$ cat src/rtl/assert_macros.svh
// Assertion macros for the RTL of the yaw PID position controller.
// Depends on nothing; the macros expand to nothing when SYNTH is defined.
`ifndef ASSERT_MACROS_SVH
`define ASSERT_MACROS_SVH
`ifndef SYNTH
// The consequent must hold in the same cycle as the antecedent.
`define ASSERT_IMPLY(label, clk, rst_n, ante, cons) \
	label: assert property (@(posedge clk) disable iff (!rst_n) (ante) |-> (cons)) \
		else $error("property violated");
// The consequent must hold in the cycle after the antecedent.
`define ASSERT_NEXT(label, clk, rst_n, ante, cons) \
	label: assert property (@(posedge clk) disable iff (!rst_n) (ante) |=> (cons)) \
		else $error("property violated");
`else
`define ASSERT_IMPLY(label, clk, rst_n, ante, cons)
`define ASSERT_NEXT(label, clk, rst_n, ante, cons)
`endif
`endif

$ cat src/rtl/yppc_pkg.sv
// Package of the yaw PID position controller: widths, constants, register
// indices, stage structures and the symmetric clamp. Depends on nothing.
package yppc_pkg;

	// Field and datapath widths.
	localparam int ANG_W  = 15;
	localparam int ERR_W  = 16;
	localparam int DE_W   = 17;
	localparam int INT_W  = 32;
	localparam int GAIN_W = 18;
	localparam int LIM_W  = 14;
	localparam int OUT_W  = 16;
	localparam int FRAC_W = 16;

	// Product and sum widths: gains are widened by a zero sign bit.
	localparam int P_E_W  = GAIN_W + 1 + ERR_W;
	localparam int P_DE_W = GAIN_W + 1 + DE_W;
	localparam int P_I_W  = GAIN_W + 1 + INT_W;
	localparam int SUM_W  = P_I_W + 3;
	localparam int QUO_W  = SUM_W - FRAC_W;

	// Angle constants in degrees times 64.
	localparam logic signed [ERR_W-1:0] HALF_TURN = 16'sd11520;
	localparam logic signed [ERR_W-1:0] FULL_TURN = 16'sd23040;

	// Rounding offset for the Q16 result.
	localparam logic signed [SUM_W-1:0] ROUND_HALF = SUM_W'(32768);

	// Output saturation bounds.
	localparam logic signed [QUO_W-1:0] OUT_MAX = QUO_W'(32767);
	localparam logic signed [QUO_W-1:0] OUT_MIN = -QUO_W'(32768);

	// Configuration port.
	localparam int ADDR_W = 5;
	localparam int DATA_W = 32;
	localparam int IDX_W  = 3;

	localparam logic [IDX_W-1:0] REG_GAIN_PROP  = 3'd0;
	localparam logic [IDX_W-1:0] REG_GAIN_INTEG = 3'd1;
	localparam logic [IDX_W-1:0] REG_GAIN_DERIV = 3'd2;
	localparam logic [IDX_W-1:0] REG_ERR_LIMIT  = 3'd3;
	localparam logic [IDX_W-1:0] REG_STEP_LIMIT = 3'd4;

	localparam logic [GAIN_W-1:0] RST_GAIN_PROP  = 18'd32768;
	localparam logic [GAIN_W-1:0] RST_GAIN_INTEG = 18'd118;
	localparam logic [GAIN_W-1:0] RST_GAIN_DERIV = 18'd3277;
	localparam logic [LIM_W-1:0]  RST_ERR_LIMIT  = 14'd5760;
	localparam logic [LIM_W-1:0]  RST_STEP_LIMIT = 14'd1920;

	// Configuration register set.
	typedef struct packed {
		logic [GAIN_W-1:0] gain_prop;
		logic [GAIN_W-1:0] gain_integ;
		logic [GAIN_W-1:0] gain_deriv;
		logic [LIM_W-1:0]  error_limit;
		logic [LIM_W-1:0]  integral_step_limit;
	} cfg_t;

	// Input register contents.
	typedef struct packed {
		logic                    valid;
		logic                    mode;
		logic signed [ANG_W-1:0] target;
		logic signed [ANG_W-1:0] measured;
	} in_stage_t;

	// Wrapped and clamped error, and the step added to the integral.
	typedef struct packed {
		logic                    valid;
		logic                    mode;
		logic signed [ERR_W-1:0] err;
		logic signed [ERR_W-1:0] step;
	} err_stage_t;

	// Operands of the three products.
	typedef struct packed {
		logic                    valid;
		logic signed [ERR_W-1:0] err;
		logic signed [DE_W-1:0]  de;
		logic signed [INT_W-1:0] integ;
	} pid_stage_t;

	// Registered products.
	typedef struct packed {
		logic                     valid;
		logic signed [P_E_W-1:0]  p_e;
		logic signed [P_DE_W-1:0] p_de;
		logic signed [P_I_W-1:0]  p_i;
	} prod_stage_t;

	// Clamp a signed error to plus or minus an unsigned limit.
	function automatic logic signed [ERR_W-1:0] clamp_sym(
		input logic signed [ERR_W-1:0] v,
		input logic [LIM_W-1:0] lim
	);
		logic signed [ERR_W:0] v_x;
		logic signed [ERR_W:0] l_x;
		logic signed [ERR_W:0] nl_x;
		logic signed [ERR_W-1:0] res;
		v_x  = {v[ERR_W-1], v};
		l_x  = $signed({{(ERR_W + 1 - LIM_W){1'b0}}, lim});
		nl_x = -l_x;
		if (v_x > l_x) begin
			res = l_x[ERR_W-1:0];
		end else if (v_x < nl_x) begin
			res = nl_x[ERR_W-1:0];
		end else begin
			res = v;
		end
		return res;
	endfunction

endpackage

$ cat src/rtl/yaw_pid_position_controller_top.sv
// Yaw PID position controller: one transaction per clock cycle, unless stalled.
// A run transaction passes from acceptance through the input register, error
// stage, state stage and product stage into the output register.
// A stalled result freezes the whole pipeline and the input stalls with it.
// Reset clears all valid flags, the integral and previous error, and loads
// the configuration registers with their reset values.
`include "assert_macros.svh"

module yaw_pid_position_controller_top (
	input  logic                                clk,
	input  logic                                arst_n,
	input  logic                                psel,
	input  logic                                penable,
	input  logic                                pwrite,
	input  logic [yppc_pkg::ADDR_W-1:0]         paddr,
	input  logic [yppc_pkg::DATA_W-1:0]         pwdata,
	output logic [yppc_pkg::DATA_W-1:0]         prdata,
	output logic                                pready,
	input  logic                                in_valid,
	output logic                                in_stall,
	input  logic                                position_mode,
	input  logic signed [yppc_pkg::ANG_W-1:0]   target_yaw,
	input  logic signed [yppc_pkg::ANG_W-1:0]   measured_yaw,
	output logic                                out_valid,
	input  logic                                out_stall,
	output logic signed [yppc_pkg::OUT_W-1:0]   speed_command
);

	yppc_pkg::cfg_t        cfg;
	yppc_pkg::err_stage_t  s2;
	yppc_pkg::pid_stage_t  s3;
	logic                  adv;

	assign in_stall = !adv;

	// Configuration registers.
	yppc_cfg u_cfg (
		.clk     (clk),
		.arst_n  (arst_n),
		.psel    (psel),
		.penable (penable),
		.pwrite  (pwrite),
		.paddr   (paddr),
		.pwdata  (pwdata),
		.prdata  (prdata),
		.pready  (pready),
		.cfg     (cfg)
	);

	// Input register and error stage.
	yppc_err u_err (
		.clk           (clk),
		.arst_n        (arst_n),
		.adv           (adv),
		.in_valid      (in_valid),
		.position_mode (position_mode),
		.target_yaw    (target_yaw),
		.measured_yaw  (measured_yaw),
		.cfg           (cfg),
		.s2            (s2)
	);

	// Integral and previous-error state.
	yppc_integ u_integ (
		.clk    (clk),
		.arst_n (arst_n),
		.adv    (adv),
		.s2     (s2),
		.s3     (s3)
	);

	// Products, rounding and output register.
	yppc_mac u_mac (
		.clk           (clk),
		.arst_n        (arst_n),
		.s3            (s3),
		.cfg           (cfg),
		.out_stall     (out_stall),
		.adv           (adv),
		.out_valid     (out_valid),
		.speed_command (speed_command)
	);

	// A run transaction that leaves the error stage reaches the product operands.
	`ASSERT_NEXT(a_run_reaches_s3, clk, arst_n, adv && s2.valid && s2.mode, s3.valid)
	// A hold transaction or a bubble never produces product operands.
	`ASSERT_NEXT(a_hold_drops, clk, arst_n, adv && !(s2.valid && s2.mode), !s3.valid)
	// While frozen, pending product operands stay in place.
	`ASSERT_NEXT(a_freeze_holds, clk, arst_n, !adv && s3.valid, s3.valid)
	// The input only stalls behind a held result.
	`ASSERT_IMPLY(a_stall_cause, clk, arst_n, in_stall, out_valid && out_stall)

endmodule

$ cat src/rtl/yppc_cfg.sv
// Configuration registers of the yaw PID controller behind an APB-style port.
// Depends on yppc_pkg.
module yppc_cfg (
	input  logic                          clk,
	input  logic                          arst_n,
	input  logic                          psel,
	input  logic                          penable,
	input  logic                          pwrite,
	input  logic [yppc_pkg::ADDR_W-1:0]   paddr,
	input  logic [yppc_pkg::DATA_W-1:0]   pwdata,
	output logic [yppc_pkg::DATA_W-1:0]   prdata,
	output logic                          pready,
	output yppc_pkg::cfg_t                cfg
);

	yppc_pkg::cfg_t             cfg_q;
	logic [yppc_pkg::IDX_W-1:0] idx;
	logic                       wr_en;

	assign idx    = paddr[yppc_pkg::ADDR_W-1:2];
	assign wr_en  = psel && penable && pwrite;
	assign pready = 1'b1;
	assign cfg    = cfg_q;

	// Register writes; an address beyond the register list is ignored.
	always_ff @(posedge clk or negedge arst_n) begin
		if (!arst_n) begin
			cfg_q.gain_prop           <= yppc_pkg::RST_GAIN_PROP;
			cfg_q.gain_integ          <= yppc_pkg::RST_GAIN_INTEG;
			cfg_q.gain_deriv          <= yppc_pkg::RST_GAIN_DERIV;
			cfg_q.error_limit         <= yppc_pkg::RST_ERR_LIMIT;
			cfg_q.integral_step_limit <= yppc_pkg::RST_STEP_LIMIT;
		end else if (wr_en) begin
			unique case (idx)
				yppc_pkg::REG_GAIN_PROP: begin
					cfg_q.gain_prop <= pwdata[yppc_pkg::GAIN_W-1:0];
				end
				yppc_pkg::REG_GAIN_INTEG: begin
					cfg_q.gain_integ <= pwdata[yppc_pkg::GAIN_W-1:0];
				end
				yppc_pkg::REG_GAIN_DERIV: begin
					cfg_q.gain_deriv <= pwdata[yppc_pkg::GAIN_W-1:0];
				end
				yppc_pkg::REG_ERR_LIMIT: begin
					cfg_q.error_limit <= pwdata[yppc_pkg::LIM_W-1:0];
				end
				yppc_pkg::REG_STEP_LIMIT: begin
					cfg_q.integral_step_limit <= pwdata[yppc_pkg::LIM_W-1:0];
				end
				default: begin
				end
			endcase
		end
	end

	// Read data, zero-extended to the bus width.
	always_comb begin
		unique case (idx)
			yppc_pkg::REG_GAIN_PROP:  prdata = yppc_pkg::DATA_W'(cfg_q.gain_prop);
			yppc_pkg::REG_GAIN_INTEG: prdata = yppc_pkg::DATA_W'(cfg_q.gain_integ);
			yppc_pkg::REG_GAIN_DERIV: prdata = yppc_pkg::DATA_W'(cfg_q.gain_deriv);
			yppc_pkg::REG_ERR_LIMIT:  prdata = yppc_pkg::DATA_W'(cfg_q.error_limit);
			yppc_pkg::REG_STEP_LIMIT: prdata = yppc_pkg::DATA_W'(cfg_q.integral_step_limit);
			default:                  prdata = '0;
		endcase
	end

endmodule

$ cat src/rtl/yppc_err.sv
// Input register and error stage: difference, half-turn wrap and both clamps.
// Depends on yppc_pkg.
module yppc_err (
	input  logic                                 clk,
	input  logic                                 arst_n,
	input  logic                                 adv,
	input  logic                                 in_valid,
	input  logic                                 position_mode,
	input  logic signed [yppc_pkg::ANG_W-1:0]    target_yaw,
	input  logic signed [yppc_pkg::ANG_W-1:0]    measured_yaw,
	input  yppc_pkg::cfg_t                       cfg,
	output yppc_pkg::err_stage_t                 s2
);

	yppc_pkg::in_stage_t                 in_s1;
	yppc_pkg::err_stage_t                err_s2;
	logic signed [yppc_pkg::ERR_W-1:0]   diff;
	logic signed [yppc_pkg::ERR_W-1:0]   wrapped;
	logic signed [yppc_pkg::ERR_W-1:0]   err_c;
	logic signed [yppc_pkg::ERR_W-1:0]   step_c;

	// Input register; a transaction enters whenever the pipeline advances.
	always_ff @(posedge clk or negedge arst_n) begin
		if (!arst_n) begin
			in_s1 <= '0;
		end else if (adv) begin
			in_s1.valid    <= in_valid;
			in_s1.mode     <= position_mode;
			in_s1.target   <= target_yaw;
			in_s1.measured <= measured_yaw;
		end
	end

	// Error, wrapped once into half a turn, then clamped twice.
	always_comb begin
		diff = {in_s1.target[yppc_pkg::ANG_W-1], in_s1.target}
			- {in_s1.measured[yppc_pkg::ANG_W-1], in_s1.measured};
		if (diff > yppc_pkg::HALF_TURN) begin
			wrapped = diff - yppc_pkg::FULL_TURN;
		end else if (diff < -yppc_pkg::HALF_TURN) begin
			wrapped = diff + yppc_pkg::FULL_TURN;
		end else begin
			wrapped = diff;
		end
		err_c  = yppc_pkg::clamp_sym(wrapped, cfg.error_limit);
		step_c = yppc_pkg::clamp_sym(err_c, cfg.integral_step_limit);
	end

	// Stage two register.
	always_ff @(posedge clk or negedge arst_n) begin
		if (!arst_n) begin
			err_s2 <= '0;
		end else if (adv) begin
			err_s2.valid <= in_s1.valid;
			err_s2.mode  <= in_s1.mode;
			err_s2.err   <= err_c;
			err_s2.step  <= step_c;
		end
	end

	assign s2 = err_s2;

endmodule

$ cat src/rtl/yppc_integ.sv
// Controller state: saturating error integral and previous error, plus the
// derivative term. Depends on yppc_pkg.
module yppc_integ (
	input  logic                  clk,
	input  logic                  arst_n,
	input  logic                  adv,
	input  yppc_pkg::err_stage_t  s2,
	output yppc_pkg::pid_stage_t  s3
);

	logic signed [yppc_pkg::INT_W-1:0] integ_q;
	logic signed [yppc_pkg::ERR_W-1:0] prev_q;
	yppc_pkg::pid_stage_t              pid_s3;
	logic signed [yppc_pkg::INT_W:0]   integ_sum;
	logic signed [yppc_pkg::INT_W-1:0] integ_sat;
	logic signed [yppc_pkg::DE_W-1:0]  de_c;
	logic                              run;

	assign run = s2.valid && s2.mode;

	// Integral step with saturation at the integral width, and the derivative.
	always_comb begin
		integ_sum = {integ_q[yppc_pkg::INT_W-1], integ_q}
			+ (yppc_pkg::INT_W + 1)'(s2.step);
		if (integ_sum[yppc_pkg::INT_W] != integ_sum[yppc_pkg::INT_W-1]) begin
			integ_sat = integ_sum[yppc_pkg::INT_W]
				? {1'b1, {(yppc_pkg::INT_W - 1){1'b0}}}
				: {1'b0, {(yppc_pkg::INT_W - 1){1'b1}}};
		end else begin
			integ_sat = integ_sum[yppc_pkg::INT_W-1:0];
		end
		de_c = {s2.err[yppc_pkg::ERR_W-1], s2.err} - {prev_q[yppc_pkg::ERR_W-1], prev_q};
	end

	// State update: a run transaction accumulates, a hold transaction clears.
	always_ff @(posedge clk or negedge arst_n) begin
		if (!arst_n) begin
			integ_q <= '0;
			prev_q  <= '0;
		end else if (adv && s2.valid) begin
			if (s2.mode) begin
				integ_q <= integ_sat;
				prev_q  <= s2.err;
			end else begin
				integ_q <= '0;
				prev_q  <= '0;
			end
		end
	end

	// Stage three register; hold transactions leave the pipeline here.
	always_ff @(posedge clk or negedge arst_n) begin
		if (!arst_n) begin
			pid_s3 <= '0;
		end else if (adv) begin
			pid_s3.valid <= run;
			pid_s3.err   <= s2.err;
			pid_s3.de    <= de_c;
			pid_s3.integ <= integ_sat;
		end
	end

	assign s3 = pid_s3;

endmodule

$ cat src/rtl/yppc_mac.sv
// Gain products, rounded sum, output saturation and the output register.
// Depends on yppc_pkg.
module yppc_mac (
	input  logic                                clk,
	input  logic                                arst_n,
	input  yppc_pkg::pid_stage_t                s3,
	input  yppc_pkg::cfg_t                      cfg,
	input  logic                                out_stall,
	output logic                                adv,
	output logic                                out_valid,
	output logic signed [yppc_pkg::OUT_W-1:0]   speed_command
);

	yppc_pkg::prod_stage_t               prod_s4;
	logic                                out_valid_q;
	logic signed [yppc_pkg::OUT_W-1:0]   speed_q;
	logic signed [yppc_pkg::P_E_W-1:0]   p_e_c;
	logic signed [yppc_pkg::P_DE_W-1:0]  p_de_c;
	logic signed [yppc_pkg::P_I_W-1:0]   p_i_c;
	logic signed [yppc_pkg::SUM_W-1:0]   sum_c;
	logic signed [yppc_pkg::SUM_W-1:0]   neg_c;
	logic signed [yppc_pkg::QUO_W-1:0]   quo_c;
	logic signed [yppc_pkg::OUT_W-1:0]   sat_c;

	// The pipeline moves unless a finished result is held by the receiver.
	assign adv = !(out_valid_q && out_stall);

	// Three products of the Q2.16 gains with the error terms.
	always_comb begin
		p_e_c  = $signed({1'b0, cfg.gain_prop}) * s3.err;
		p_de_c = $signed({1'b0, cfg.gain_deriv}) * s3.de;
		p_i_c  = $signed({1'b0, cfg.gain_integ}) * s3.integ;
	end

	always_ff @(posedge clk or negedge arst_n) begin
		if (!arst_n) begin
			prod_s4 <= '0;
		end else if (adv) begin
			prod_s4.valid <= s3.valid;
			prod_s4.p_e   <= p_e_c;
			prod_s4.p_de  <= p_de_c;
			prod_s4.p_i   <= p_i_c;
		end
	end

	// Negated sum, rounded half up to an integer, then saturated.
	always_comb begin
		sum_c = yppc_pkg::SUM_W'(prod_s4.p_e) + yppc_pkg::SUM_W'(prod_s4.p_de)
			+ yppc_pkg::SUM_W'(prod_s4.p_i);
		neg_c = yppc_pkg::ROUND_HALF - sum_c;
		quo_c = neg_c[yppc_pkg::SUM_W-1:yppc_pkg::FRAC_W];
		if (quo_c > yppc_pkg::OUT_MAX) begin
			sat_c = yppc_pkg::OUT_MAX[yppc_pkg::OUT_W-1:0];
		end else if (quo_c < yppc_pkg::OUT_MIN) begin
			sat_c = yppc_pkg::OUT_MIN[yppc_pkg::OUT_W-1:0];
		end else begin
			sat_c = quo_c[yppc_pkg::OUT_W-1:0];
		end
	end

	// Output register.
	always_ff @(posedge clk or negedge arst_n) begin
		if (!arst_n) begin
			out_valid_q <= 1'b0;
			speed_q     <= '0;
		end else if (adv) begin
			out_valid_q <= prod_s4.valid;
			speed_q     <= sat_c;
		end
	end

	assign out_valid     = out_valid_q;
	assign speed_command = speed_q;

endmodule

$ cat config.mk
export PLATFORM = sky130hd
export DESIGN_NAME = yaw_pid_position_controller_top
export DESIGN_NICKNAME = d
export VERILOG_FILES = /design/src/rtl/yppc_pkg.sv /design/src/rtl/yaw_pid_position_controller_top.sv /design/src/rtl/yppc_cfg.sv /design/src/rtl/yppc_err.sv /design/src/rtl/yppc_integ.sv /design/src/rtl/yppc_mac.sv
export VERILOG_INCLUDE_DIRS = /design/src /design/src/rtl
export SDC_FILE = /design/constraint.sdc
export NUM_CORES = 2
export LEC_CHECK = 0
export BUFFER_PORTS_ARGS = -buffer_cell sky130_fd_sc_hd__buf_2
export CORE_MARGIN = 8
export CORE_UTILIZATION = 55
export CTS_CLUSTER_SIZE = 10
export DETAILED_ROUTE_END_ITERATION = 6
export PLACE_DENSITY = 0.78
export SLEW_MARGIN = 20
export SYNTH_ARGS = -nofsm -noshare
export SYNTH_HDL_FRONTEND = slang
export SYNTH_SLANG_ARGS = --single-unit
$ cat constraint.sdc
create_clock -name clk -period 18.2 [get_ports clk]
set_input_delay 0.91 -clock clk [delete_from_list [all_inputs] [get_ports clk]]
set_output_delay 0.91 -clock clk [all_outputs]
set_load 0.02 [all_outputs]
==> flow_summary.toml <==
[synth]
synth_area_um2 = 66100
yosys_warnings = 0
synthTopCellsByCount = "inv_1 (1,240), nand2_1 (1,163), fa_1 (1,073)"
ys_seq_elements = 402
synth_top_cells_by_area = "fa_1 (32%), dfrtp_1 (14%), ha_1 (11%), inv_1 (7.0%), nand2_1 (6.6%)"
synth_cell_types = 93
synth_ff_type = "dfrtp_1"
synth_top_area_share_pct = 32.5
synth_most_common_cell = "inv_1"
async_flop_share_pct = 100
synth_area_leader_cell = "fa_1"
synth_cells = 7435
synth_edf_count = 0
avgSynthCellArea_um2 = 8.89
seq_area_frac_synth_pct = 15.3

[die]
start_util_pct = 55.2
ioPinCount = 126
core_area_um2 = 120000
fp-row-count = 127
dieArea_um2 = 132000
fp.dieW_um = 363
die_h_um = 363

[critical_path]
crit_family = "compound AO/OA/AOI/OAI gates"
cpPeakStageDelay_ns = 0.68
critPathKind = "register to register"
cp.arrival_ns = 10.30
cp_common_cell = "o21a_1"
startpoint_type = "register"
required_ns = 18.75
critPathMaxFanout = 18
reg2regPathDepth = 37
cp-end-kind = "register"
worstSetupPathDepth = 37
cp_slowest_cell = "a311oi_1"
path_buf_inv = 3

[cts]
cts_setup_buffers = 0
tritoncts = "yes"
root_buffer = "clkbuf_16"
h-tree-depth = 2
clk_latency_ns = 0.68
postCtsHoldBufs = 0
clock_tree.buffer_depth = 3
path_clk_slew_ns = 0.06
cts_made_buffers = 49
cts-resized-gates = 0
clkSinkCount = 402

[routing]
drc_errors = 0
wl_per_cell_um = 19.9
viasPerCell = 5.82
first_pass_iters = 5
wirelength_um = 177000
antenna_left = 1
initialDrtViolationCount = 4174
via_count = 51900

[timing]
fmax_mhz = 103
worst_pin_slew_ns = 1.18
slew_headroom_pct = 21.3
setup_viol = 0
drv_slew = 0
fin_crit_ns = 9.75
finalCritPeriodShare_pct = 53.6
rsz0062_at_grt = "false"
finalSetupTns_ns = 0
skew_ns = 0.0733
hold_violations = 0

[status]
violations = "antenna rules"
status = "finished, violations left"

[global_route]
grt_pass1_vias = 54800
grt_pass1_wl_um = 290000
overflow = 0
antenna_found_initial = 9
grt_use_total_pct = 27.4
grt_max_degree = 173

[run]
cap_violations = 0

[worst_hold_path]
hold_class = "input port to async pin"

[placed_design]
dp_hpwl_um = 137000
port_buffers = 94
place.gp.congestion = 0.925

[cells_and_area]
area_delta_synth_final_pct = 4.60
layout.nets = 8970
layout-drive-gt1-share_pct = 5.15
## worst reg2reg max path: cells and delay by family, from the launching register on
| family | cells | cell delay, ns |
|---|---|---|
| multiplexers | 1 | 0.50 |
| adder cells (fa/ha/maj) | 4 | 1.20 |
| AO/OA/AOI/OAI | 22 | 5.19 |
| buffers and inverters | 3 | 0.23 |
| XOR/XNOR | 2 | 0.65 |
| AND/OR/NAND/NOR | 5 | 1.53 |
| flip-flops | 1 | 0.36 |
## layer usage
metal  wire, µm  GRT usage [%]
met1      70900           36.2
met2      79300           43.1
met3      18100           6.64
met4       8970           11.7
met5         13              0
## state kept, by name, summed over array words and instances, names as in the netlist
name,flops
u_mac.prod_s4,123
u_cfg.cfg,82
u_err.s2,34
u_mac.out_valid,1
u_integ.s3,66
u_mac.speed_command,16
u_err.in_s1,32
u_integ.prev_q,16
u_integ.integ_q,32
## stage by stage
step	area (µm²)	cells	hold WS [ns]	utilization (%)	setup slack, ns
after floorplan	66200	7448	0.430	-	10.06
after global placement	67600	8824	0.442	56.5	8.67
final	69100	8917	0.280	57.8	8.45
after detailed placement	67600	8824	0.457	56.5	8.57
after global routing	69100	8908	0.341	57.8	7.75
after CTS	69100	8908	0.285	57.8	8.56
## kinds of logic (layout without fill, tap and decap cells)
logic type	count (synthesis)	in the layout	synth area share [%]
and+or+nand+nor	2356	2356	16.9
adders and majority gates	1654	1654	43.4
buffers and inverters	1623	1471	9.35
AOI/OAI and AO/OA	1061	1061	10.2
DFF	402	402	15.3
xor gates and xnor gates	197	197	2.61
muxes	140	140	2.29
other	2	24	0.0114
## area by class of cell
| cell class | instances | area [µm²] |
|---|---|---|
| sequential | 402 | 10100 |
| multi-input combinational | 5423 | 50000 |
| tap | 1612 | 2020 |
| clock buffer | 75 | 1340 |
| inverter | 1241 | 4670 |
| fill | 10100 | 50500 |
| timing repair buffer | 146 | 896 |
| antenna | 9 | 22.5 |
| clock inverter | 9 | 163 |
## final timing paths
kind / start / to / slack (ns)
max reg2reg: u_err.in_s1[15] / u_err.s2[10] / 8.45
min: arst_n / u_integ.integ_q[29] / 0.28
max: u_err.in_s1[15] / u_err.s2[10] / 8.45
max in group asynchronous: arst_n / u_mac.prod_s4[54] / 15.58
min reg2reg: u_mac.prod_s4[122] / u_mac.out_valid / 0.46
min in group clk: target_yaw[14] / u_err.in_s1[29] / 0.44
## placed cells by master, fill, tap and decap left out, drive strengths merged, types with 102 or more instances in the layout
cell and instances:
inv 1242, nand2 1163, and2 493, xnor2 114
nor2 261, dfrtp 381, fa 1073, a21o 102
o21ai 310, buf 146, ha 559, a21oi 260
Power is not shown: default switching activity piles up to over one toggle a cycle in this logic, so the estimate is an artifact.
